==> config.mk <==
export PLATFORM = sky130hd
export DESIGN_NAME = nfm_queue
export DESIGN_NICKNAME = d
export VERILOG_FILES = /design/src/design/nfm_pkg.sv /design/src/design/nfm_queue.sv
export SDC_FILE = /design/constraint.sdc
export NUM_CORES = 1
export LEC_CHECK = 0
export BUFFER_PORTS_ARGS = -buffer_cell sky130_fd_sc_hd__buf_2
export CAP_MARGIN = 20
export CORE_MARGIN = 2
export CORE_UTILIZATION = 46
export DETAILED_ROUTE_END_ITERATION = 6
export GPL_TIMING_DRIVEN = 0
export PLACE_DENSITY = 0.74
export REMOVE_ABC_BUFFERS = 1
export SLEW_MARGIN = 40
export SYNTH_ARGS = -nofsm -noshare
export SYNTH_HDL_FRONTEND = slang
export SYNTH_SLANG_ARGS = --single-unit
==> constraint.sdc <==
create_clock -name aclk -period 2.7 [get_ports aclk]
set_input_delay 0.54 -clock aclk [delete_from_list [all_inputs] [get_ports aclk]]
set_output_delay 0.54 -clock aclk [all_outputs]
set_load 0.03 [all_outputs]
==> src/design/nfm_pkg.sv <==
// ----------------------------------------------------------------------------
// nfm_pkg
// shared types, codes and defaults for the paged nor flash model
// ----------------------------------------------------------------------------
package nfm_pkg;

    // default geometry
    localparam int DEF_NUM_PAGES  = 16;
    localparam int DEF_PAGE_BYTES = 256;

    // widest flash address over the parameter range (256 pages of 256 bytes)
    localparam int CMD_ADDR_W  = 16;
    localparam int FAIL_W      = 33;
    localparam int QUEUE_DEPTH = 2;
    localparam int QPTR_W      = (QUEUE_DEPTH > 1) ? $clog2(QUEUE_DEPTH) : 1;
    localparam int QCNT_W      = $clog2(QUEUE_DEPTH + 1);

    localparam logic [7:0] ERASED_BYTE = 8'hFF;

    // operation codes
    localparam logic [1:0] MODE_ERASE   = 2'd0;
    localparam logic [1:0] MODE_PROGRAM = 2'd1;
    localparam logic [1:0] MODE_READ    = 2'd2;
    localparam logic [1:0] MODE_QUERY   = 2'd3;

    // result status codes
    localparam logic [1:0] STATUS_OK         = 2'd0;
    localparam logic [1:0] STATUS_BAD_ARG    = 2'd1;
    localparam logic [1:0] STATUS_POWER_FAIL = 2'd2;

    typedef struct packed {
        logic [1:0] mode;
        logic [7:0] page;
        logic [8:0] start_offset;
        logic [8:0] op_length;
        logic [8:0] byte_index;
        logic [7:0] data_byte;
    } nfm_in_t;

    typedef struct packed {
        logic [1:0]  status;
        logic [7:0]  read_data;
        logic [31:0] erase_count;
    } nfm_out_t;

    // classified request handed from front to back
    typedef struct packed {
        logic [1:0]            mode;
        logic                  ok;
        logic [7:0]            page;
        logic [CMD_ADDR_W-1:0] addr;
        logic [7:0]            data;
    } nfm_cmd_t;

    typedef struct packed {
        logic empty;
        logic full;
    } nfm_qstat_t;

endpackage

==> src/design/nfm_queue.sv <==
// ----------------------------------------------------------------------------
// nfm_queue
// short request queue between front and back
// ----------------------------------------------------------------------------
module nfm_queue (
    input  logic                aclk,
    input  logic                aresetn,
    input  logic                push,
    input  nfm_pkg::nfm_cmd_t   push_cmd,
    input  logic                pop,
    output nfm_pkg::nfm_cmd_t   head,
    output nfm_pkg::nfm_qstat_t stat
);
    import nfm_pkg::*;

    nfm_cmd_t            slot_reg [QUEUE_DEPTH];
    logic [QPTR_W-1:0]   wr_ptr_reg, wr_ptr_next;
    logic [QPTR_W-1:0]   rd_ptr_reg, rd_ptr_next;
    logic [QCNT_W-1:0]   count_reg, count_next;

    assign head       = slot_reg[rd_ptr_reg];
    assign stat.empty = (count_reg == '0);
    assign stat.full  = (count_reg == QCNT_W'(QUEUE_DEPTH));

    always_comb begin
        wr_ptr_next = wr_ptr_reg;
        rd_ptr_next = rd_ptr_reg;
        count_next  = count_reg;
        if (push) begin
            wr_ptr_next = (wr_ptr_reg == QPTR_W'(QUEUE_DEPTH - 1)) ? '0 : wr_ptr_reg + 1'b1;
        end
        if (pop) begin
            rd_ptr_next = (rd_ptr_reg == QPTR_W'(QUEUE_DEPTH - 1)) ? '0 : rd_ptr_reg + 1'b1;
        end
        if (push && !pop) begin
            count_next = count_reg + 1'b1;
        end else if (pop && !push) begin
            count_next = count_reg - 1'b1;
        end
    end

    always_ff @(posedge aclk) begin
        if (!aresetn) begin
            wr_ptr_reg <= '0;
            rd_ptr_reg <= '0;
            count_reg  <= '0;
        end else begin
            wr_ptr_reg <= wr_ptr_next;
            rd_ptr_reg <= rd_ptr_next;
            count_reg  <= count_next;
        end
    end

    always_ff @(posedge aclk) begin
        if (push) begin
            slot_reg[wr_ptr_reg] <= push_cmd;
        end
    end

endmodule

After elaboration in Yosys (flattened, before gate mapping) --
Memories as Yosys holds them, arrays and structs flattened. A register that Yosys moved wholly into a read port is not among the register bits. Index checks and enable logic that the tools add are counted.
Cells by class: muxes and demuxes 8, eq/ne operators 1, reductions and logical operators 6, add/sub/neg operators 4
Operators by type and width (count):
- $mux 1 | 6
- $mux 2 | 2
- $add 1x1->1 const B | 2
- $add 2x1->2 const B | 1
- $eq 2x2->1 const B | 1
- $logic_and 1x1->1 | 2
- $logic_not 1->1 | 2
- $logic_not 2->1 | 1
- $reduce_bool 2->1 | 1
- $sub 2x1->2 const B | 1
Word-level totals: output and inout port bits 37, input port bits 39, bits in registers 4, memory bits (writable) 70, memories kept 1
Memories:
- slot_reg | depth 2, bits a word 35, rd ports 1, clocked after memory_dff 1, write ports 1, RTL line nfm_queue.sv:16 | nfm_cmd_t slot_reg [QUEUE_DEPTH];

Depth between registers and ports, before layout --
Gate-level depths: netlist (run 1).
depth after elaboration 4, gate-level depth with buffers 5

Worst setup path after synthesis (run 1) --
OpenSTA, ideal clock, no wires.
path type input -> register, start in push, end mem slot_reg[0][0] (netlist name) (enable), library setup time 433 ps, cell stages on the path 1, path slack 121 ps, data arrival time 2147 ps, path buffers 0, data required time 2267 ps, path through nor2b_1
Between the ends: word-level cells in the longest chain between the ends 2
RTL lines:
- from (decl) | RTL line nfm_queue.sv:8 | input logic push,
- $mux 1 | RTL line nfm_queue.sv:55 | if (push) begin
- $mux 1 (not written as such) | RTL line nfm_queue.sv:56 | slot_reg[wr_ptr_reg] <= push_cmd;
- to (decl) | RTL line nfm_queue.sv:16
No other way between the ends.

==> results of run 1 <==
[stage by stage]
step           hold slack [ns]   util  worst slack [ns]
6_report                 0.391  0.584             0.584
5_1_grt                  0.373  0.584             0.502
4_1_cts                  0.371  0.584             0.546
3_5_place_dp             0.507  0.551             0.922
3_3_place_gp             0.483  0.544            -0.954
2_1_floorplan            0.466      -             0.121
[path summary, 6_finish.rpt]
| path | start | endpoint | slack [ns] | cells past startpoint |
|---|---|---|---|---|
| min | push_cmd[5] | slot_reg[1][5] | 0.39 | 1 |
| min reg2reg | count_reg[1] | count_reg[1] | 0.52 | 2 |
| max reg2reg | wr_ptr_reg | slot_reg[0][20] | 1.31 | 2 |
| max | register | head[29] | 0.58 | 2 |
[logic make-up after synthesis]
| family | after synthesis | share of synthesized area |
|---|---|---|
| AOI/OAI and AO/OA | 3 | 0.00730 |
| xor gates and xnor gates | 3 | 0.00958 |
| adders and majority gates | 1 | 0.00456 |
| buffers and inverters | 5 | 0.0114 |
| DFF | 75 | 0.803 |
| muxes | 35 | 0.144 |
| and+or+nand+nor | 9 | 0.0205 |
[critical path, stage by stage, from the launching register on]
cell and delay [ns]:
dfxtp_4 0.65, mux2_2 0.39, buf_2 0.18
[layer usage]
metal | GRT usage | vias up | wire [um]
met3 | 0.0422 | 4 | 241
met1 | 0.165 | 707 | 1920
li1 | - | 671 | -
met2 | 0.231 | 47 | 2410
met5 | 0 | - | 0
met4 | 0.0814 | 0 | 40
[cells in the mapped netlist]
library cell / n / area [sq um]
and2b_2: 1 / 8.76
o21a_1: 1 / 7.51
a21boi_1: 1 / 7.51
nor2_1: 1 / 3.75
o21ai_0: 1 / 5.00
dfxtp_1: 5 / 100
edfxtp_1: 70 / 2100
and2_1: 4 / 25.0
xor2_1: 2 / 17.5
buf_4: 3 / 22.5
xnor2_1: 1 / 8.76
nor2b_1: 2 / 12.5
inv_1: 1 / 3.75
ha_1: 1 / 12.5
buf_2: 1 / 5.00
or3_1: 1 / 6.26
mux2_2: 35 / 394
[power by group through the flow]
stage	Sequential, mW	Combinational, mW	Clock [mW]
after floorplan	1.39	0.232	0
after global placement	1.40	0.331	0
after detailed placement	1.40	0.342	0
after CTS	1.38	0.344	0.837
after global routing	1.39	0.362	0.879
final	1.38	0.340	0.810
[final cells by class]
| class | count | share of cell area |
|---|---|---|
| Tap cell | 75 | 0.0275 |
| Clock buffer | 9 | 0.0362 |
| Timing Repair Buffer | 76 | 0.118 |
| Clock inverter | 7 | 0.0201 |
| Sequential cell | 75 | 0.645 |
| Inverter | 1 | 0.00110 |
| Multi-Input combinational cell | 51 | 0.152 |
==> impl_metrics.env, run 1 <==
export IMPL_p_comb_frac=0.135
export IMPL_cts_root_buf="clkbuf_8"
export IMPL_cts_tree="built"
export IMPL_tightest_slew_ns=0.612
export IMPL_die_w_um=81.2
export IMPL_skew_ns=0.00846
export IMPL_yosys_cell_types_count=17
export IMPL_rsz0062_at_grt="false"
export IMPL_vias=1429
export IMPL_wl_mm=4.62
export IMPL_syn_avg_cell_area_sq_um=20.9
export IMPL_seqCellArea_sq_um=2210
export IMPL_dr_pass1_iters=4
export IMPL_min_path_type="input port to register"
export IMPL_fmax_mhz=473
export IMPL_insertion_delay_ns=0.33
export IMPL_hold_viol=0
export IMPL_internal_power_mw=1.89
export IMPL_cap_violations=0
export IMPL_cts_repair_resized=0
export IMPL_fp_row_count=28
export IMPL_drcViolationCount=0
export IMPL_grt_antenna_before_repair=0
export IMPL_ant_nets=0
export IMPL_dpl_cell_area_sq_um=3230
export IMPL_multi_input_area_sq_um=519
export IMPL_grt_use_total=0.141
export IMPL_switching_share=0.250
export IMPL_path_clk_slew_ns=0.08
export IMPL_switchingPower_mw=0.632
export IMPL_startpoint_type="register"
export IMPL_h_tree_depth=3
export IMPL_crit_path_max_fanout=35
export IMPL_dieArea_sq_um=6600
export IMPL_fin_setup_tns_ns=0
export IMPL_core_sq_um=5850
export IMPL_hold_buffers=0
export IMPL_grt_pass1_vias=1396
export IMPL_syn_cell_area_sq_um=2740
export IMPL_fin_crit_ns=2.12
export IMPL_wl_per_cell_um=15.7
export IMPL_fin_cells=294
export IMPL_ys_seq_elements=75
export IMPL_antennaDiodeCount=0
export IMPL_io_pins=76
export IMPL_setup_viol=0
export IMPL_seq_power_share=0.545
export IMPL_grt_max_degree=36
export IMPL_drv_slew=0
export IMPL_cts_sinks=75
export IMPL_ys_seq_area_frac=0.803
export IMPL_largest_reg_flops=70
export IMPL_critPathKind="register to primary output"
export IMPL_io_buffers=75
export IMPL_final_common_cell="buf_2"
export IMPL_first_iter_violations=71
export IMPL_crit_arrival_ns=1.58
export IMPL_layout_nets=254
export IMPL_die_h_um=81.2
export IMPL_powerDensity_nw_per_um2=739
export IMPL_place_congestion=0.709
export IMPL_cts_buffer_depth=2
export IMPL_final_cell_mix="buf_2, edfxtp_1, mux2_2"
export IMPL_total_power_mw=2.53
export IMPL_peakVddDrop_uv=381
export IMPL_initial_core_util=0.469
export IMPL_cp_end_kind="primary output"
export IMPL_numCtsBuffers=9
export IMPL_yosysWarnings=0
export IMPL_hpwlAfterDp_mm=2.90
export IMPL_post_cts_buffers=0
export IMPL_grt_pass1_wl_mm=6.63
export IMPL_fin_crit_sh=0.784
export IMPL_synth_cells=131
export IMPL_cp_required_ns=2.16
export IMPL_area_delta_synth_final_pct=24.6
export IMPL_leakagePower_nw=1.29
export IMPL_place_inst=278
export IMPL_avgViaCountPerCell=4.86
export IMPL_final_layout_size_suffix_gt1_frac=0.594
export IMPL_status="completed"
export IMPL_power_clock_fraction=0.320
export IMPL_max_slew_margin=0.591
export IMPL_overflow=0
export IMPL_postLayoutCellArea_sq_um=3420
export IMPL_fillCellCount=461
Power figures use the tool's default switching activity.
==> run 2, diff against run 1 <==
--- a/config.mk
+++ b/config.mk
@@ -5,13 +5,14 @@
 export SDC_FILE = /design/constraint.sdc
 export NUM_CORES = 1
 export LEC_CHECK = 0
+export ABC_AREA = 1
 export BUFFER_PORTS_ARGS = -buffer_cell sky130_fd_sc_hd__buf_2
 export CAP_MARGIN = 20
 export CORE_MARGIN = 2
-export CORE_UTILIZATION = 46
+export CORE_UTILIZATION = 52
 export DETAILED_ROUTE_END_ITERATION = 6
 export GPL_TIMING_DRIVEN = 0
-export PLACE_DENSITY = 0.74
+export PLACE_DENSITY = 0.79
 export REMOVE_ABC_BUFFERS = 1
 export SLEW_MARGIN = 40
 export SYNTH_ARGS = -nofsm -noshare
==> constraint.sdc (replaced) <==
create_clock -name aclk -period 2.1 [get_ports aclk]
set_input_delay 0.42 -clock aclk [delete_from_list [all_inputs] [get_ports aclk]]
set_output_delay 0.42 -clock aclk [all_outputs]
set_load 0.03 [all_outputs]
==> impl_metrics.env, run 2 <==
export IMPL_cts_tree="built"
export IMPL_vias=1486
export IMPL_switching_share=0.233
export IMPL_rsz0062_at_grt="false"
export IMPL_total_power_mw=3.19
export IMPL_cts_root_buf="clkbuf_8"
export IMPL_initial_core_util=0.535
export IMPL_io_buffers=75
export IMPL_critPathKind="register to primary output"
export IMPL_grt_antenna_before_repair=0
export IMPL_p_comb_frac=0.144
export IMPL_async_flop_share=0
export IMPL_peakVddDrop_uv=577
export IMPL_cts_repair_resized=0
export IMPL_finalCoreUtilization=0.656
export IMPL_hold_viol=0
export IMPL_powerDensity_nw_per_um2=895
export IMPL_min_path_type="input port to register"
export IMPL_layout_nets=270
export IMPL_drv_slew=0
export IMPL_synthMuxAreaShare=0.174
export IMPL_cp_required_ns=1.68
export IMPL_yosys_area_share_xor_xnor=0
export IMPL_cap_violations=0
export IMPL_synth_cells=144
export IMPL_synth_edf_count=70
export IMPL_netlist_top_cells_area="edfxtp_1, mux2_4, dfxtp_1"
export IMPL_ant_nets=0
export IMPL_h_tree_depth=3
export IMPL_status="completed"
export IMPL_die_h_um=78.8
export IMPL_die_w_um=78.8
export IMPL_first_iter_violations=33
export IMPL_grt_pass1_vias=1538
export IMPL_area_delta_synth_final_pct=22.8
export IMPL_syn_avg_cell_area_sq_um=20.2
export IMPL_final_common_cell="buf_2"
export IMPL_antennaDiodeCount=0
export IMPL_path_clk_slew_ns=0.07
export IMPL_hpwlAfterDp_mm=2.88
export IMPL_final_cell_mix="buf_2, edfxtp_1, mux2_4"
export IMPL_internal_power_mw=2.45
export IMPL_rrSetupSlack_ns=0.63
export IMPL_synth_most_common_cell="edfxtp_1"
export IMPL_core_sq_um=5440
export IMPL_synth_top_family_by_area="multiplexers"
export IMPL_avgViaCountPerCell=4.86
export IMPL_yosysWarnings=0
export IMPL_switchingPower_mw=0.744
export IMPL_startpoint_type="register"
export IMPL_skew_ns=0.00735
export IMPL_crit_arrival_ns=1.43
export IMPL_dr_pass1_iters=4
export IMPL_drcViolationCount=0
export IMPL_setup_viol=0
export IMPL_leakagePower_nw=1.46
export IMPL_final_layout_size_suffix_gt1_frac=0.547
export IMPL_wl_mm=4.31
export IMPL_crit_path_max_fanout=18
export IMPL_power_clock_fraction=0.308
export IMPL_fin_crit_ns=1.85
export IMPL_fp_row_count=27
export IMPL_numCtsBuffers=9
export IMPL_syn_cell_area_sq_um=2910
export IMPL_synth_common_cells="edfxtp_1, mux2_4, nor2_1"
export IMPL_synth_compound_area_frac=0.00344
export IMPL_ys_seq_area_frac=0.757
export IMPL_holdWs_ns=0.276
export IMPL_synth_fa_ha_area_frac=0.00430
export IMPL_tightest_slew_ns=0.773
export IMPL_max_slew_margin=0.484
export IMPL_place_congestion=0.598
export IMPL_synth_simple_area_share=0.0258
export IMPL_insertion_delay_ns=0.33
export IMPL_synth_top_area_share=0.723
export IMPL_grt_pass1_wl_mm=6.86
export IMPL_hold_buffers=0
export IMPL_cp_end_kind="primary output"
export IMPL_wl_per_cell_um=14.1
export IMPL_grt_max_degree=36
export IMPL_grt_use_total=0.150
export IMPL_largest_reg_flops=70
export IMPL_overflow=0
export IMPL_yosys_cell_types_count=14
export IMPL_fin_crit_sh=0.881
export IMPL_fmax_mhz=540
export IMPL_cts_sinks=75
export IMPL_ys_seq_elements=75
export IMPL_synth_largest_area_cell="edfxtp_1"
export IMPL_ys_flop_type="edfxtp_1"
export IMPL_seq_power_share=0.548
export IMPL_io_pins=76
export IMPL_cts_buffer_depth=2
export IMPL_dieArea_sq_um=6210
[run 2: cell count changes in the layout (fill, tap and decap cells not counted), sizes merged, moves of 2 or more]
| cell | before | now |
|---|---|---|
| clkbuf | 9 | 11 |
| xor2 | 2 | 0 |
| inv | 1 | 8 |
| buf | 76 | 79 |
| nand2 | 0 | 8 |
| nor2b | 2 | 0 |
| and2 | 4 | 0 |
| nor2 | 1 | 9 |
| clkinvlp | 4 | 0 |
[run 2: cell families after synthesis]
logic type               count (synthesis)
buffers and inverters                   12
AND/OR/NAND/NOR                         19
AO/OA/AOI/OAI                            2
flip-flops                              75
adder cells (fa/ha/maj)                  1
multiplexers                            35
[run 2: area by class of cell]
class	count	area, sq um
clock buffers	11	131
fillers	390	1870
multi-input cells	57	612
clock inverters	4	42.5
flip-flops and latches	75	2210
inverters	8	30.0
well taps	72	90.1
repair buffers	79	458
[run 2: final timing paths]
kind	startpoint	endpoint	cells past startpoint
hold / removal	push_cmd[28]	slot_reg[1][28]	1
hold reg to reg	rd_ptr_reg	register	2
setup reg to reg	wr_ptr_reg	slot_reg[1][21]	2
setup / recovery	register	head[20]	3
[run 2: timing repair]
action,in CTS,in global routing
setup buffers,2,0
setup endpoints to repair,3,0
endpoints found under the hold margin,0,0
[run 2: power groups by stage]
stage | Sequential, mW | Clock (mW) | Combinational [mW]
2_1_floorplan | 1.80 | 0 | 0.299
3_5_place_dp | 1.80 | 0 | 0.446
6_report | 1.75 | 0.983 | 0.461
3_3_place_gp | 1.81 | 0 | 0.417
5_1_grt | 1.76 | 1.07 | 0.493
4_1_cts | 1.75 | 1.02 | 0.469
[run 2: routing by layer]
| layer | vias up | GRT usage | part of all wire |
|---|---|---|---|
| met3 | 10 | 0.0443 | 0.070 |
| met4 | 0 | 0.0895 | 0.022 |
| li1 | 711 | - | - |
| met5 | - | 0 | 0 |
| met1 | 707 | 0.159 | 0.39 |
| met2 | 58 | 0.264 | 0.51 |
[run 2: critical path: stages, from the launching register on]
cell     delay [ns]
dfxtp_4        0.39
buf_16         0.18
mux2_2         0.35
buf_2          0.18
[run 2: stage by stage]
stage                     area [sq um]  setup WS, ns  std cells  TNS, ns
final                             3570         0.250        306        0
after global routing              3570         0.199        306        0
after CTS                         3570         0.226        306        0
after detailed placement          3370         0.345        289        0
after global placement            3300         -1.22        287   -66.94
after floorplan                   2840        -0.262        140   -14.98
